File: src/design/assert_macros.svh
// Assertion macros used by adcbd_eval.
`ifndef ASSERT_MACROS_SVH
`define ASSERT_MACROS_SVH

// Clocked property, switched off while reset is asserted.
`define ADCBD_ASSERT(lbl, clk, rst_n, prop, msg) \
    lbl: assert property (@(posedge clk) disable iff (!rst_n) prop) \
        else $error(msg);

// Clocked property that must also hold during reset.
`define ADCBD_ASSERT_ALWAYS(lbl, clk, prop, msg) \
    lbl: assert property (@(posedge clk) prop) \
        else $error(msg);

`endif

File: src/design/adcbd_pkg.sv
package adcbd_pkg;

    // Default widths of the sample and of the time-in-state counter.
    localparam int ADC_BITS_DEF  = 12;
    localparam int TIME_BITS_DEF = 20;

    // Width of the debounce count and of the change counter.
    localparam int DBNC_BITS = 4;

    // Register reset values.
    localparam int RST_PRESSED_THR  = 3000;
    localparam int RST_RELEASED_THR = 500;
    localparam int RST_DEBOUNCE     = 5;
    localparam int RST_STUCK_LIMIT  = 30000;

    // Configuration register indexes.
    typedef enum logic [1:0] {
        CFG_PRESSED_THR  = 2'd0,
        CFG_RELEASED_THR = 2'd1,
        CFG_DEBOUNCE     = 2'd2,
        CFG_STUCK_LIMIT  = 2'd3
    } t_cfg_idx;

    // Event codes carried with each result.
    typedef enum logic [2:0] {
        EV_NONE           = 3'd0,
        EV_OFF_TO_ON      = 3'd1,
        EV_ON_TO_OFF      = 3'd2,
        EV_STUCK_PRESSED  = 3'd3,
        EV_STUCK_RELEASED = 3'd4
    } t_event;

    // Reported button state.
    typedef enum logic [1:0] {
        ST_UNKNOWN  = 2'd0,
        ST_RELEASED = 2'd1,
        ST_PRESSED  = 2'd2
    } t_rep_state;

    // One result as held in the output register.
    typedef struct packed {
        t_event     event_code;
        t_rep_state reported_state;
        logic       stuck_now;
    } t_result;

endpackage

File: src/design/adcbd_sample_if.sv
interface adcbd_sample_if #(
    parameter int ADC_BITS = 12
);
    logic                valid;
    logic                ready;
    logic [ADC_BITS-1:0] adc_sample;

    modport source (output valid, output adc_sample, input ready);
    modport sink   (input valid, input adc_sample, output ready);
endinterface

File: src/design/adcbd_result_if.sv
interface adcbd_result_if;
    logic       valid;
    logic       ready;
    logic [2:0] event_code;
    logic [1:0] reported_state;
    logic       stuck_now;

    modport source (output valid, output event_code, output reported_state,
                    output stuck_now, input ready);
    modport sink   (input valid, input event_code, input reported_state,
                    input stuck_now, output ready);
endinterface

File: src/design/adcbd_in_reg.sv
module adcbd_in_reg #(
    parameter int ADC_BITS = 12
) (
    input  logic                i_clk,
    input  logic                i_rst_n,
    adcbd_sample_if.sink        i_sample,
    input  logic                i_take,
    output logic                o_valid,
    output logic [ADC_BITS-1:0] o_sample
);
    import adcbd_pkg::*;

    logic                r_valid;
    logic [ADC_BITS-1:0] r_sample;

    // The register can load whenever it is empty or its sample moves on.
    assign i_sample.ready = !r_valid || i_take;

    // Valid flag of the input register.
    always_ff @(posedge i_clk) begin
        if (!i_rst_n) begin
            r_valid <= 1'b0;
        end else if (i_sample.ready) begin
            r_valid <= i_sample.valid;
        end
    end

    // Sample payload; loaded on each accepted transaction.
    always_ff @(posedge i_clk) begin
        if (i_sample.valid && i_sample.ready) begin
            r_sample <= i_sample.adc_sample;
        end
    end

    assign o_valid  = r_valid;
    assign o_sample = r_sample;
endmodule

File: src/design/adcbd_eval.sv
`include "assert_macros.svh"

module adcbd_eval #(
    parameter int ADC_BITS  = 12,
    parameter int TIME_BITS = 20
) (
    input  logic                                i_clk,
    input  logic                                i_rst_n,
    input  logic                                i_valid,
    input  logic [ADC_BITS-1:0]                 i_sample,
    input  logic [ADC_BITS-1:0]                 i_pressed_thr,
    input  logic [ADC_BITS-1:0]                 i_released_thr,
    input  logic [adcbd_pkg::DBNC_BITS-1:0]     i_debounce,
    input  logic [TIME_BITS-1:0]                i_stuck_limit,
    output logic                                o_take,
    adcbd_result_if.source                      o_result
);
    import adcbd_pkg::*;

    localparam logic [TIME_BITS-1:0] TimeMax = {TIME_BITS{1'b1}};

    // Debounce state.
    logic                 r_pressed;
    logic [DBNC_BITS-1:0] r_change_cnt;
    logic [TIME_BITS-1:0] r_ticks;
    logic                 r_stuck;

    // Output register.
    logic    r_out_valid;
    t_result r_res;

    logic                 n_pressed;
    logic [DBNC_BITS-1:0] n_change_cnt;
    logic [TIME_BITS-1:0] n_ticks;
    logic                 n_stuck;
    t_result              n_res;

    logic                 take;
    logic                 is_pressed;
    logic                 is_released;
    logic [DBNC_BITS-1:0] cnt_inc;

    // The sample moves on when the output register is free or being emptied.
    assign take   = i_valid && (!r_out_valid || o_result.ready);
    assign o_take = take;

    // Classify the sample and work out the next state and the result.
    always_comb begin
        is_pressed  = i_sample >= i_pressed_thr;
        is_released = i_sample <= i_released_thr;
        cnt_inc     = (r_change_cnt < i_debounce) ? r_change_cnt + 1'b1 : r_change_cnt;

        n_pressed          = r_pressed;
        n_change_cnt       = r_change_cnt;
        n_ticks            = r_ticks;
        n_stuck            = r_stuck;
        n_res.event_code   = EV_NONE;

        if (is_pressed || is_released) begin
            if (is_pressed == r_pressed) begin
                n_change_cnt = '0;
                if (r_ticks != TimeMax) begin
                    n_ticks = r_ticks + 1'b1;
                end
            end else begin
                n_ticks = '0;
                if (cnt_inc >= i_debounce) begin
                    // Enough differing samples: commit the new state.
                    n_pressed        = is_pressed;
                    n_change_cnt     = '0;
                    n_stuck          = 1'b0;
                    n_res.event_code = is_pressed ? EV_OFF_TO_ON : EV_ON_TO_OFF;
                end else begin
                    n_change_cnt = cnt_inc;
                end
            end
        end

        // Stuck check runs on every sample, including band readings.
        if (!n_stuck && (n_ticks >= i_stuck_limit)) begin
            n_stuck          = 1'b1;
            n_res.event_code = n_pressed ? EV_STUCK_PRESSED : EV_STUCK_RELEASED;
        end

        n_res.stuck_now      = n_stuck;
        n_res.reported_state = n_stuck ? ST_UNKNOWN :
                               (n_pressed ? ST_PRESSED : ST_RELEASED);
    end

    // State registers advance once per sample.
    always_ff @(posedge i_clk) begin
        if (!i_rst_n) begin
            r_pressed    <= 1'b0;
            r_change_cnt <= '0;
            r_ticks      <= '0;
            r_stuck      <= 1'b0;
        end else if (take) begin
            r_pressed    <= n_pressed;
            r_change_cnt <= n_change_cnt;
            r_ticks      <= n_ticks;
            r_stuck      <= n_stuck;
        end
    end

    // Output valid: set by a new result, cleared when the sink takes it.
    always_ff @(posedge i_clk) begin
        if (!i_rst_n) begin
            r_out_valid <= 1'b0;
        end else if (take) begin
            r_out_valid <= 1'b1;
        end else if (o_result.ready) begin
            r_out_valid <= 1'b0;
        end
    end

    // Output payload.
    always_ff @(posedge i_clk) begin
        if (take) begin
            r_res <= n_res;
        end
    end

    assign o_result.valid          = r_out_valid;
    assign o_result.event_code     = r_res.event_code;
    assign o_result.reported_state = r_res.reported_state;
    assign o_result.stuck_now      = r_res.stuck_now;

    // A committed edge leaves both counters and the stuck flag cleared.
    `ADCBD_ASSERT(a_edge_clears, i_clk, i_rst_n, (take && (n_res.event_code == EV_OFF_TO_ON || n_res.event_code == EV_ON_TO_OFF)) |=> (r_change_cnt == '0 && r_ticks == '0 && !r_stuck), "edge commit did not clear the state")
    // The stuck flag is only ever raised together with a stuck event.
    `ADCBD_ASSERT(a_stuck_event, i_clk, i_rst_n, $rose(r_stuck) |-> (r_res.event_code == EV_STUCK_PRESSED || r_res.event_code == EV_STUCK_RELEASED), "stuck flag raised without a stuck event")
    // The reported state is unknown exactly while stuck.
    `ADCBD_ASSERT(a_unknown_iff_stuck, i_clk, i_rst_n, r_out_valid |-> (r_res.stuck_now == (r_res.reported_state == ST_UNKNOWN)), "reported state disagrees with stuck flag")
    // Without a sample the time counter holds.
    `ADCBD_ASSERT(a_ticks_hold, i_clk, i_rst_n, !take |=> $stable(r_ticks), "time counter moved without a sample")
endmodule

File: src/design/adc_button_debounce_stuck_detect.sv
// Debounced push button read through an ADC, with stuck detection.
// Samples arrive on i_sample (valid/ready, one ADC conversion per
// transaction); every sample yields exactly one result on o_result carrying
// an event code, the reported state and the stuck flag.
// Thresholds, debounce count and stuck limit are written through the plain
// write port (i_cfg_we, i_cfg_idx, i_cfg_data); the user is to write them
// only while the block is idle, which the block itself does not enforce.
// Each accepted sample loads the input register, and its result the result
// register when it moves on. Throughput: one sample per cycle unless the
// receiver stalls, set by the combinational state update in between.
// While the receiver stalls, the finished result is held and one more
// sample can wait in the input register; i_sample.ready then drops until
// the result is taken.
// Reset (synchronous, active low) empties both registers, returns the
// button to released with cleared counters and no stuck flag, and restores
// the configuration registers to their default values.
module adc_button_debounce_stuck_detect #(
    parameter int ADC_BITS  = adcbd_pkg::ADC_BITS_DEF,
    parameter int TIME_BITS = adcbd_pkg::TIME_BITS_DEF
) (
    input  logic                                                  i_clk,
    input  logic                                                  i_rst_n,
    adcbd_sample_if.sink                                          i_sample,
    adcbd_result_if.source                                        o_result,
    input  logic                                                  i_cfg_we,
    input  logic [1:0]                                            i_cfg_idx,
    input  logic [(ADC_BITS > TIME_BITS ? ADC_BITS : TIME_BITS)-1:0] i_cfg_data
);
    import adcbd_pkg::*;

    // Configuration registers.
    logic [ADC_BITS-1:0]  r_pressed_thr;
    logic [ADC_BITS-1:0]  r_released_thr;
    logic [DBNC_BITS-1:0] r_debounce;
    logic [TIME_BITS-1:0] r_stuck_limit;

    logic                take;
    logic                in_valid;
    logic [ADC_BITS-1:0] in_sample;

    // Register writes keep only each register's own width.
    always_ff @(posedge i_clk) begin
        if (!i_rst_n) begin
            r_pressed_thr  <= ADC_BITS'(RST_PRESSED_THR);
            r_released_thr <= ADC_BITS'(RST_RELEASED_THR);
            r_debounce     <= DBNC_BITS'(RST_DEBOUNCE);
            r_stuck_limit  <= TIME_BITS'(RST_STUCK_LIMIT);
        end else if (i_cfg_we) begin
            case (t_cfg_idx'(i_cfg_idx))
                CFG_PRESSED_THR:  r_pressed_thr  <= i_cfg_data[ADC_BITS-1:0];
                CFG_RELEASED_THR: r_released_thr <= i_cfg_data[ADC_BITS-1:0];
                CFG_DEBOUNCE:     r_debounce     <= i_cfg_data[DBNC_BITS-1:0];
                CFG_STUCK_LIMIT:  r_stuck_limit  <= i_cfg_data[TIME_BITS-1:0];
                default: begin
                end
            endcase
        end
    end

    // Input register.
    adcbd_in_reg #(
        .ADC_BITS (ADC_BITS)
    ) u_in_reg (
        .i_clk    (i_clk),
        .i_rst_n  (i_rst_n),
        .i_sample (i_sample),
        .i_take   (take),
        .o_valid  (in_valid),
        .o_sample (in_sample)
    );

    // Classification, debounce state and result register.
    adcbd_eval #(
        .ADC_BITS  (ADC_BITS),
        .TIME_BITS (TIME_BITS)
    ) u_eval (
        .i_clk          (i_clk),
        .i_rst_n        (i_rst_n),
        .i_valid        (in_valid),
        .i_sample       (in_sample),
        .i_pressed_thr  (r_pressed_thr),
        .i_released_thr (r_released_thr),
        .i_debounce     (r_debounce),
        .i_stuck_limit  (r_stuck_limit),
        .o_take         (take),
        .o_result       (o_result)
    );
endmodule

File: src/flat_wrapper.sv
// flat-port wrapper written by rule: the top's interface ports become plain ports
module adc_button_debounce_stuck_detect_flat import adcbd_pkg::*;
#(
    parameter int ADC_BITS  = adcbd_pkg::ADC_BITS_DEF,
    parameter int TIME_BITS = adcbd_pkg::TIME_BITS_DEF
)
  (i_clk, i_rst_n, i_cfg_we, i_cfg_idx, i_cfg_data, i_sample_valid, i_sample_adc_sample, i_sample_ready, o_result_valid, o_result_event_code, o_result_reported_state, o_result_stuck_now, o_result_ready);
  adcbd_sample_if #(.ADC_BITS(ADC_BITS)) i_sample_i ();
  adcbd_result_if o_result_i ();
  input  logic i_clk;
  input  logic i_rst_n;
  input  logic i_cfg_we;
  input  logic [1:0] i_cfg_idx;
  input  logic [(ADC_BITS > TIME_BITS ? ADC_BITS : TIME_BITS)-1:0] i_cfg_data;
  input wire logic [$bits(i_sample_i.valid)-1:0] i_sample_valid;
  input wire logic [$bits(i_sample_i.adc_sample)-1:0] i_sample_adc_sample;
  output wire logic [$bits(i_sample_i.ready)-1:0] i_sample_ready;
  output wire logic [$bits(o_result_i.valid)-1:0] o_result_valid;
  output wire logic [$bits(o_result_i.event_code)-1:0] o_result_event_code;
  output wire logic [$bits(o_result_i.reported_state)-1:0] o_result_reported_state;
  output wire logic [$bits(o_result_i.stuck_now)-1:0] o_result_stuck_now;
  input wire logic [$bits(o_result_i.ready)-1:0] o_result_ready;
  assign i_sample_i.valid = i_sample_valid;
  assign i_sample_i.adc_sample = i_sample_adc_sample;
  assign i_sample_ready = i_sample_i.ready;
  assign o_result_valid = o_result_i.valid;
  assign o_result_event_code = o_result_i.event_code;
  assign o_result_reported_state = o_result_i.reported_state;
  assign o_result_stuck_now = o_result_i.stuck_now;
  assign o_result_i.ready = o_result_ready;
  adc_button_debounce_stuck_detect #(.ADC_BITS(ADC_BITS), .TIME_BITS(TIME_BITS)) u_core (.i_clk(i_clk), .i_rst_n(i_rst_n), .i_sample(i_sample_i), .o_result(o_result_i), .i_cfg_we(i_cfg_we), .i_cfg_idx(i_cfg_idx), .i_cfg_data(i_cfg_data));
endmodule
File: config.mk
export PLATFORM = sky130hd
export DESIGN_NAME = adc_button_debounce_stuck_detect_flat
export DESIGN_NICKNAME = d
export VERILOG_FILES = /design/src/design/adcbd_pkg.sv /design/src/design/adcbd_sample_if.sv /design/src/design/adcbd_result_if.sv /design/src/design/adcbd_in_reg.sv /design/src/design/adcbd_eval.sv /design/src/design/adc_button_debounce_stuck_detect.sv /design/src/flat_wrapper.sv
export VERILOG_INCLUDE_DIRS = /design/src /design/src/design
export SDC_FILE = /design/constraint.sdc
export NUM_CORES = 1
export LEC_CHECK = 0
export ABC_AREA = 0
export BUFFER_PORTS_ARGS = -buffer_cell sky130_fd_sc_hd__buf_2
export CELL_PAD_IN_SITES_DETAIL_PLACEMENT = 2
export CELL_PAD_IN_SITES_GLOBAL_PLACEMENT = 2
export CORE_MARGIN = 2
export CORE_UTILIZATION = 39
export DETAILED_ROUTE_END_ITERATION = 6
export PLACE_DENSITY = 0.87
export SLEW_MARGIN = 5
export SYNTH_ARGS = -nofsm -noshare
export SYNTH_HDL_FRONTEND = slang
export SYNTH_SLANG_ARGS = --single-unit
File: constraint.sdc
create_clock -name i_clk -period 6.88 [get_ports i_clk]
set_clock_uncertainty 0.1 [all_clocks]
set_input_delay 0.344 -clock i_clk [delete_from_list [all_inputs] [get_ports i_clk]]
set_output_delay 0.344 -clock i_clk [all_outputs]
set_load 0.01 [all_outputs]
* Yosys cells after proc, flatten, opt, wreduce, memory -nomap -nowiden
Index checks and enable logic that the tools add are counted.
Word-level totals: output and inout bits 8, flip-flop bits (word level) 94, logic and storage cells 64
Operators by class: $add $sub $neg 2, multiplexer cells 22, equality and inequality tests 5, order comparisons 5, reduce and logical (&&, ||, !) cells 16
Operators by type and width (number):
- 20-bit 2-to-1 mux | 3
- 20-bit by 1-bit adder with 20-bit output (second input constant) | 1
- 20-bit >= comparator | 1
- 20-bit != test (second input constant) | 1
- 12-bit >= comparator | 1
- 12-bit less-or-equal comparator | 1
- 4-bit 2-to-1 mux | 3
- 2-bit 2-to-1 mux | 5
- 2-bit AND reduction | 5
- 1-bit 2-to-1 mux | 9
- 3-bit 2-to-1 mux | 2
- 4-bit by 1-bit adder with 4-bit output (second input constant) | 1
- 2-bit equality test (second input constant) | 2
- 4-bit >= comparator | 1
- 4-bit < comparator | 1
- 1-bit logical AND | 3
- 1-bit zero test | 3
- 1-bit logical OR | 3
- 2-bit by 1-bit equality test with 1-bit output (second input constant) | 1
- 2-bit zero test | 1
- 2-bit nonzero test | 1
- 1-bit equality test | 1

* Longest topological paths before layout
Gate-level depths: netlist of the first run.
depth after elaboration 9, mapped depth 18, depth with buffers taken out 17

* Modules after synthesis
From an unflattened synthesis of the first run, not the netlist that was laid out.
Second synthesis, totals: cell total of the unflattened synthesis 633, area total of the unflattened synthesis 5814.3 µm²
Modules (own cells, without submodules):
- adcbd_eval | area each 3450.8 µm², cells an instance 423, instances 1, sequential area each 720.7 µm²
- adc_button_debounce_stuck_detect | area each 1945.6 µm², cells an instance 193, instances 1, sequential area each 960.9 µm²
- adcbd_in_reg | area each 417.9 µm², cells an instance 17, instances 1, sequential area each 380.4 µm²

* Least setup slack after synthesis of the first run
Ideal clock, no wire load.
path type register to register, from register u_core.u_in_reg.r_sample[5] (netlist: u_core.u_in_reg.o_sample[5]), to register u_core.u_eval.r_res (netlist bit u_core.u_eval.o_result.event_code[1]), data pin, period minus slack after synthesis 4.140 ns, setup slack 2.740 ns, buffers on the path 2, arrival time 3.783 ns, required time 6.523 ns, stages on the path, launching flop included 18, cell sequence edfxtp_1 -> ha_1 -> a211oi_1 -> nor2_1 -> or3_4 -> o21ba_1 -> buf_6 -> o21ai_2 -> buf_2 -> nor2_1 -> ha_1 -> a2111oi_0 -> o21ai_0 -> a21oi_1 -> nor3b_1 -> nor4_4 -> mux2i_1 -> a32o_1
RTL lines:
- from (decl) | line adcbd_in_reg.sv:14 | logic [ADC_BITS-1:0] r_sample;
- from (signal assigned) | line adcbd_in_reg.sv:31 | r_sample <= i_sample.adc_sample;
- to (signal assigned) | line adcbd_eval.sv:119 | r_res <= n_res;
- to (decl) | line adcbd_eval.sv:30 | t_result r_res;

==> impl_metrics.yaml, run 1 <==
job:
  drv_cap: 0
synth:
  ys_types: 66
  synth_top_family_by_area: "compound AO/OA/AOI/OAI gates"
  yosysMostFrequentCell: "nand2_1"
  yosysSeqAreaShare_pct: 37.4
  synth-xor-area-share_pct: 1.75
  synth_compound_area_share_pct: 22.0
  yosysWarnings: 0
  avgSynthCellArea_um2: 8.40
  synth-seq-cells: 94
  ys.flop_type: "dfxtp_1"
  synth_top_area_cell: "dfxtp_1"
  ys_async_sr_fraction_pct: 0
  netlist_top_cells_count: "nand2_1, dfxtp_1, a21oi_1"
  yosys-top-cells-area: "dfxtp_1, ha_1, edfxtp_1"
  synthMuxAreaShare_pct: 1.29
  synth_simple_gate_area_share_pct: 19.0
  syn_area_mm2: 0.00551
  synth_nets: 748
  synthAdderAreaFrac_pct: 12.0
  synth_top_area_share_pct: 27.6
  synth_edf_count: 18
  syn_inst: 656
power:
  power_mw: 1.30
  power_density_mw_per_mm2: 212
  power.leakage_nw: 2.50
  vdd_drop_max_v: 0.000116
place:
  dp_hpwl_mm: 13.9
  gp_congestion: 0.831
  io_buffers: 46
  pre_cts_ws_ps: 1580
cells_and_area:
  fin_nets: 777
  areaGrowthSynthToFinish_pct: 11.4
  num_antenna_cells: 0
  fillers: 1539
  drive_gt1_share_pct: 11.4
sta:
  slew_viol_final: 0
  tightest_slew_ps: 1080
  relSlewSlack_pct: 28.0
  final-hold-violation-count: 0
  setup_viol: 0
  final.min_clock_period_ps: 5400
  fin_ws_ps: 1480
  finalCritPeriodShare_pct: 78.5
  tns_ps: 0
  fmax_ghz: 0.185
  rsz0062_at_grt: "false"
cts:
  cts_tree: "done"
  cts_root_buf: "clkbuf_16"
  post_cts_buffers: 0
  cts-resized-gates: 0
  cts-htree-levels: 3
  clockBufferDepth: 2
  insertion_delay_ps: 360
  cts-buffers-inserted: 9
  cts_hold_buf: 0
  cts.sinks: 94
  clkSlewWorstSetupHoldPaths_ps: 70
routing:
  vias: 5107
  drt_iter0_drc: 274
  drt-total-wl_mm: 19.3
  drc_errors: 0
  wl_per_cell_um: 22.1
  vias_per_cell: 5.87
  postRouteAntennaNets: 0
  firstDrtPassIters: 4
setup_path:
  crit_arrival_ps: 5410
  critPathMaxFanout: 26
  crit_required_ps: 6890
  critPathKind: "register to register"
  start_kind: "register"
  endpoint_kind: "register"
floorplan:
  core-area_mm2: 0.0138
  die_area_mm2: 0.0151
  die_x_um: 123
  row_count: 43
  dieHeight_um: 123
  ios: 47
  initial_core_util_pct: 39.8
grt:
  grt-ovfl-total: 0
  grt_pass1_wl_mm: 30.7
  grt_start_max_net_pins: 32
  track_usage_pct: 26.8
  grt_pass1_vias: 5600
  grt_antenna_before_repair: 0
min_path:
  hold_class: "primary input to register"
run_status:
  outcome: "complete, no violations"
-- cell families (layout without fill, tap and decap cells) --
logic type / count (synthesis) / after routing
muxes: 7 / 7
and+or+nand+nor: 221 / 221
AOI/OAI and AO/OA: 185 / 185
DFF: 94 / 94
adders and majority gates: 53 / 53
xor gates and xnor gates: 11 / 11
buffers and inverters: 85 / 119
-- state kept, by name, summed over array words and instances (netlist names) --
register and flops:
u_core.r_debounce 4, u_core.r_pressed_thr 12, u_core.r_released_thr 12, u_core.r_stuck_limit 20
u_core.u_eval.o_result.event_code 3, u_core.u_eval.o_result.reported_state 2, u_core.u_eval.o_result.stuck_now 1, u_core.u_eval.o_result.valid 1
u_core.u_eval.r_change_cnt 4, u_core.u_eval.r_pressed 1, u_core.u_eval.r_stuck 1, u_core.u_eval.r_ticks 20
u_core.u_in_reg.o_sample 12, u_core.u_in_reg.o_valid 1
-- critical path, cell delays in order (launching register included) --
cell       delay, ps
edfxtp_1         440
ha_1             360
a21oi_1          220
o21ai_1          130
or3_4            410
o21ba_1          370
o21ai_2          920
nor2_1           120
ha_1             330
a2111oi_0        420
o21ai_0          180
a21oi_1          180
nor3b_1          100
nor4_4           490
mux2i_1          150
a32o_1           220
-- report_power, final --
| group | switching [mW] | internal [mW] | total, mW |
|---|---|---|---|
| clock network | 0.232 | 0.293 | 0.525 |
| logic | 0.124 | 0.0559 | 0.180 |
| registers | 0.0130 | 0.582 | 0.595 |
-- area by class of cell --
class	instances	area [um2]	area share [%]
Multi-Input combinational cell	477	3100	50.5
Sequential cell	94	2060	33.6
Timing Repair Buffer	48	245	4.00
Clock buffer	11	243	3.96
Tap cell	180	225	3.67
Inverter	55	206	3.36
Clock inverter	5	57.6	0.938
-- through the flow --
step	std cells	hold WS (ps)	util (%)	cell area [um2]
global placement	854	343	42.2	5830
finish	870	60.4	44.4	6140
CTS	870	55.7	44.3	6130
global route	870	56.6	44.4	6140
detailed placement	854	351	42.2	5830
floorplan	656	336	-	5510
-- layout by cell type, fill, tap and decap left out, types with 3 or more instances in the layout --
cell,count
nand4_1,11
edfxtp_1,18
and3_1,5
inv_1,54
nor3b_1,3
ha_1,53
o21a_1,4
mux2i_1,6
a32o_1,5
nand2b_1,5
xnor2_1,7
o21ai_0,24
nand3_1,17
a41oi_1,4
xor2_1,4
o31ai_1,4
clkbuf_16,9
or3_1,8
o211ai_1,25
dfxtp_1,76
o21ai_1,8
nor2b_1,5
a21oi_1,68
nand2_1,110
o2111ai_1,3
buf_2,46
nor3_1,8
a31oi_1,13
nor2_1,32
-- routing by layer --
metal  part of all wire [%]  vias up  global-route usage, %
met3                    3.1       27                   3.76
li1                       -     2408                      -
met4                    1.7        0                   8.55
met2                     53       98                   49.3
met5                      0        -                      0
met1                     42     2574                   31.8
-- final timing paths --
path	startpoint	slack [ps]	depth (start not counted)	to
setup / recovery	u_core.u_in_reg.o_sample[11]$_DFFE_PP_	1480	15	u_core.u_eval.o_result.event_code[1]$_DFFE_PP_
hold / removal	i_sample_adc_sample[9]	60	1	u_core.u_in_reg.o_sample[9]$_DFFE_PP_
setup reg to reg	u_core.u_in_reg.o_sample[11]$_DFFE_PP_	1480	15	u_core.u_eval.o_result.event_code[1]$_DFFE_PP_
hold reg to reg	u_core.r_stuck_limit[7]$_SDFFE_PN0P_	360	2	u_core.r_stuck_limit[7]$_SDFFE_PN0P_
(Power assumes the default switching activity.)
==> inputs of run 2 (changes only) <==
Settings changed: CORE_UTILIZATION 39 to 33, PLACE_DENSITY 0.87 to 0.78.
Clock period 6.88 ns to 4.56 ns, I/O delays scaled along.
==> impl_metrics.yaml, run 2 (same netlist as run 1, synthesis figures left out) <==
run_status:
  outcome: "finished with violations"
  violations: "negative setup slack"
setup_path:
  endpoint_kind: "register"
  crit_arrival_ps: 4710
  worst_r2r_path_depth: 20
  cp_cell_sequence: "inv_2 > ha_1 > nand2b_1 > a2111o_1 > a21oi_4 > o211ai_2 > o21ai_4 > buf_4 > nor2_1 > ha_1 > a21oi_1 > o21ai_0 > a21oi_1 > nor3b_1 > buf_4 > nor4_4 > buf_4 > buf_4 > o21a_1 > nor2_1"
  cp_common_cell: "buf_4"
  crit_required_ps: 4590
  critPathKind: "register to register"
  critPathMaxFanout: 14
  start_kind: "register"
  critPathSlowestCell: "a2111o_1"
  max_stage_delay_ps: 420
power:
  power_density_mw_per_mm2: 303
  power.leakage_nw: 2.77
  vdd_drop_max_v: 0.000190
cells_and_area:
  largestRegisters: "u_core.r_stuck_limit: 20 flops, u_core.u_eval.r_ticks: 20 flops"
  final_common_cell: "nand2_1"
  num_antenna_cells: 0
  drive_gt1_share_pct: 19.8
  fin_util_pct: 41.9
  multiInputGateArea_mm2: 0.00335
  fin_nets: 828
  seq_area_mm2: 0.00206
  areaGrowthSynthToFinish_pct: 25.1
  mostFrequentLayoutCells: "nand2_1, dfxtp_1, a21oi_1"
  instances_no_fill: 961
  fillers: 1838
floorplan:
  die_area_mm2: 0.0177
  dieHeight_um: 133
  initial_core_util_pct: 33.4
  row_count: 47
  core-area_mm2: 0.0165
  ios: 47
  die_x_um: 133
routing:
  drc_errors: 0
  vias: 5428
  drt_iter0_drc: 248
  drt-total-wl_mm: 21.6
  firstDrtPassIters: 5
  wl_per_cell_um: 22.5
  postRouteAntennaNets: 0
  vias_per_cell: 5.65
place:
  dp.cells: 915
  dp_hpwl_mm: 13.8
  io_buffers: 46
  gp_congestion: 0.886
grt:
  grt-ovfl-total: 0
  grt_pass1_wl_mm: 31.2
  grt_pass1_vias: 5817
  track_usage_pct: 22.4
  grt_antenna_before_repair: 0
  grt_start_max_net_pins: 31
sta:
  tightest_slew_ps: 1080
  final-hold-violation-count: 0
  slew_viol_final: 0
  relSlewSlack_pct: 27.9
  final.min_clock_period_ps: 4690
  fin_ws_ps: -128
  setup_viol: 7
  fmax_ghz: 0.213
  finalCritPeriodShare_pct: 103
cts:
  cts_root_buf: "clkbuf_16"
  clkSlewWorstSetupHoldPaths_ps: 80
  cts_tree: "done"
  cts-buffers-inserted: 9
  insertion_delay_ps: 370
  cts-htree-levels: 3
  cts.sinks: 94
  clockBufferDepth: 2
job:
  drv_cap: 0
min_path:
  hold_class: "primary input to register"
  min_path_cells: 3
==> run 2: cell type report <==
type,count,share of cell area [%]
clock buffers,12,3.74
clock inverters,4,0.799
inverters,55,3.00
multi-input cells,477,48.6
flip-flops and latches,94,29.9
well taps,220,3.99
repair buffers,99,9.91
==> run 2: layer usage <==
layer / global-route usage [%] / part of all wire [%] / vias up
met5: 0 / 0 / -
met4: 9.04 / 3.0 / 0
met3: 2.47 / 3.7 / 48
met2: 40.2 / 52 / 140
met1: 27.4 / 42 / 2732
li1: - / - / 2508
==> run 2: critical path, delay by kind of cell, from the launching register on <==
kind / cells / cell delay (ps)
adder cells (fa/ha/maj): 2 / 550
buffers and inverters: 5 / 840
AND/OR/NAND/NOR: 5 / 650
AO/OA/AOI/OAI: 8 / 1880
flip-flops: 1 / 410
==> run 2: final timing paths <==
kind,startpoint,to,slack (ps)
worst min register to register,u_core.r_stuck_limit[2]$_SDFFE_PN0P_,u_core.r_stuck_limit[2]$_SDFFE_PN0P_,360
worst min-delay path,i_cfg_data[13],u_core.r_stuck_limit[13]$_SDFFE_PN1P_,5
worst max register to register,u_core.u_in_reg.o_sample[0]$_DFFE_PP_,u_core.u_eval.o_result.event_code[0]$_DFFE_PP_,-130
worst max-delay path,u_core.u_in_reg.o_sample[0]$_DFFE_PP_,u_core.u_eval.o_result.event_code[0]$_DFFE_PP_,-130
==> run 2: power breakdown <==
group / switching [mW] / internal (mW)
logic: 0.227 / 0.141
clock network: 0.363 / 0.462
registers: 0.0212 / 0.878
==> run 2: timing repair <==
| item | in CTS | in global routing |
|---|---|---|
| hold buffers | 14 | 0 |
| pin swaps | 4 | 20 |
| hold endpoints to repair | 14 | 0 |
| setup endpoints to repair | 7 | 7 |
| setup buffers | 4 | 12 |
| gates resized for setup | 11 | 43 |
==> run 2: stage by stage <==
| step | power, mW | setup WS, ps | cell area [um2] | TNS (ps) | hold slack, ps |
|---|---|---|---|---|---|
| detailed placement | 1.20 | -526 | 6040 | -3220 | 307 |
| global placement | 1.18 | -389 | 6040 | -2250 | 305 |
| finish | 2.09 | -128 | 6890 | -468 | 5.17 |
| floorplan | 1.09 | 420 | 5510 | 0 | 227 |
| CTS | 2.04 | 16.3 | 6580 | 0 | 0.894 |
| global route | 2.16 | -271 | 6890 | -1570 | 13.9 |
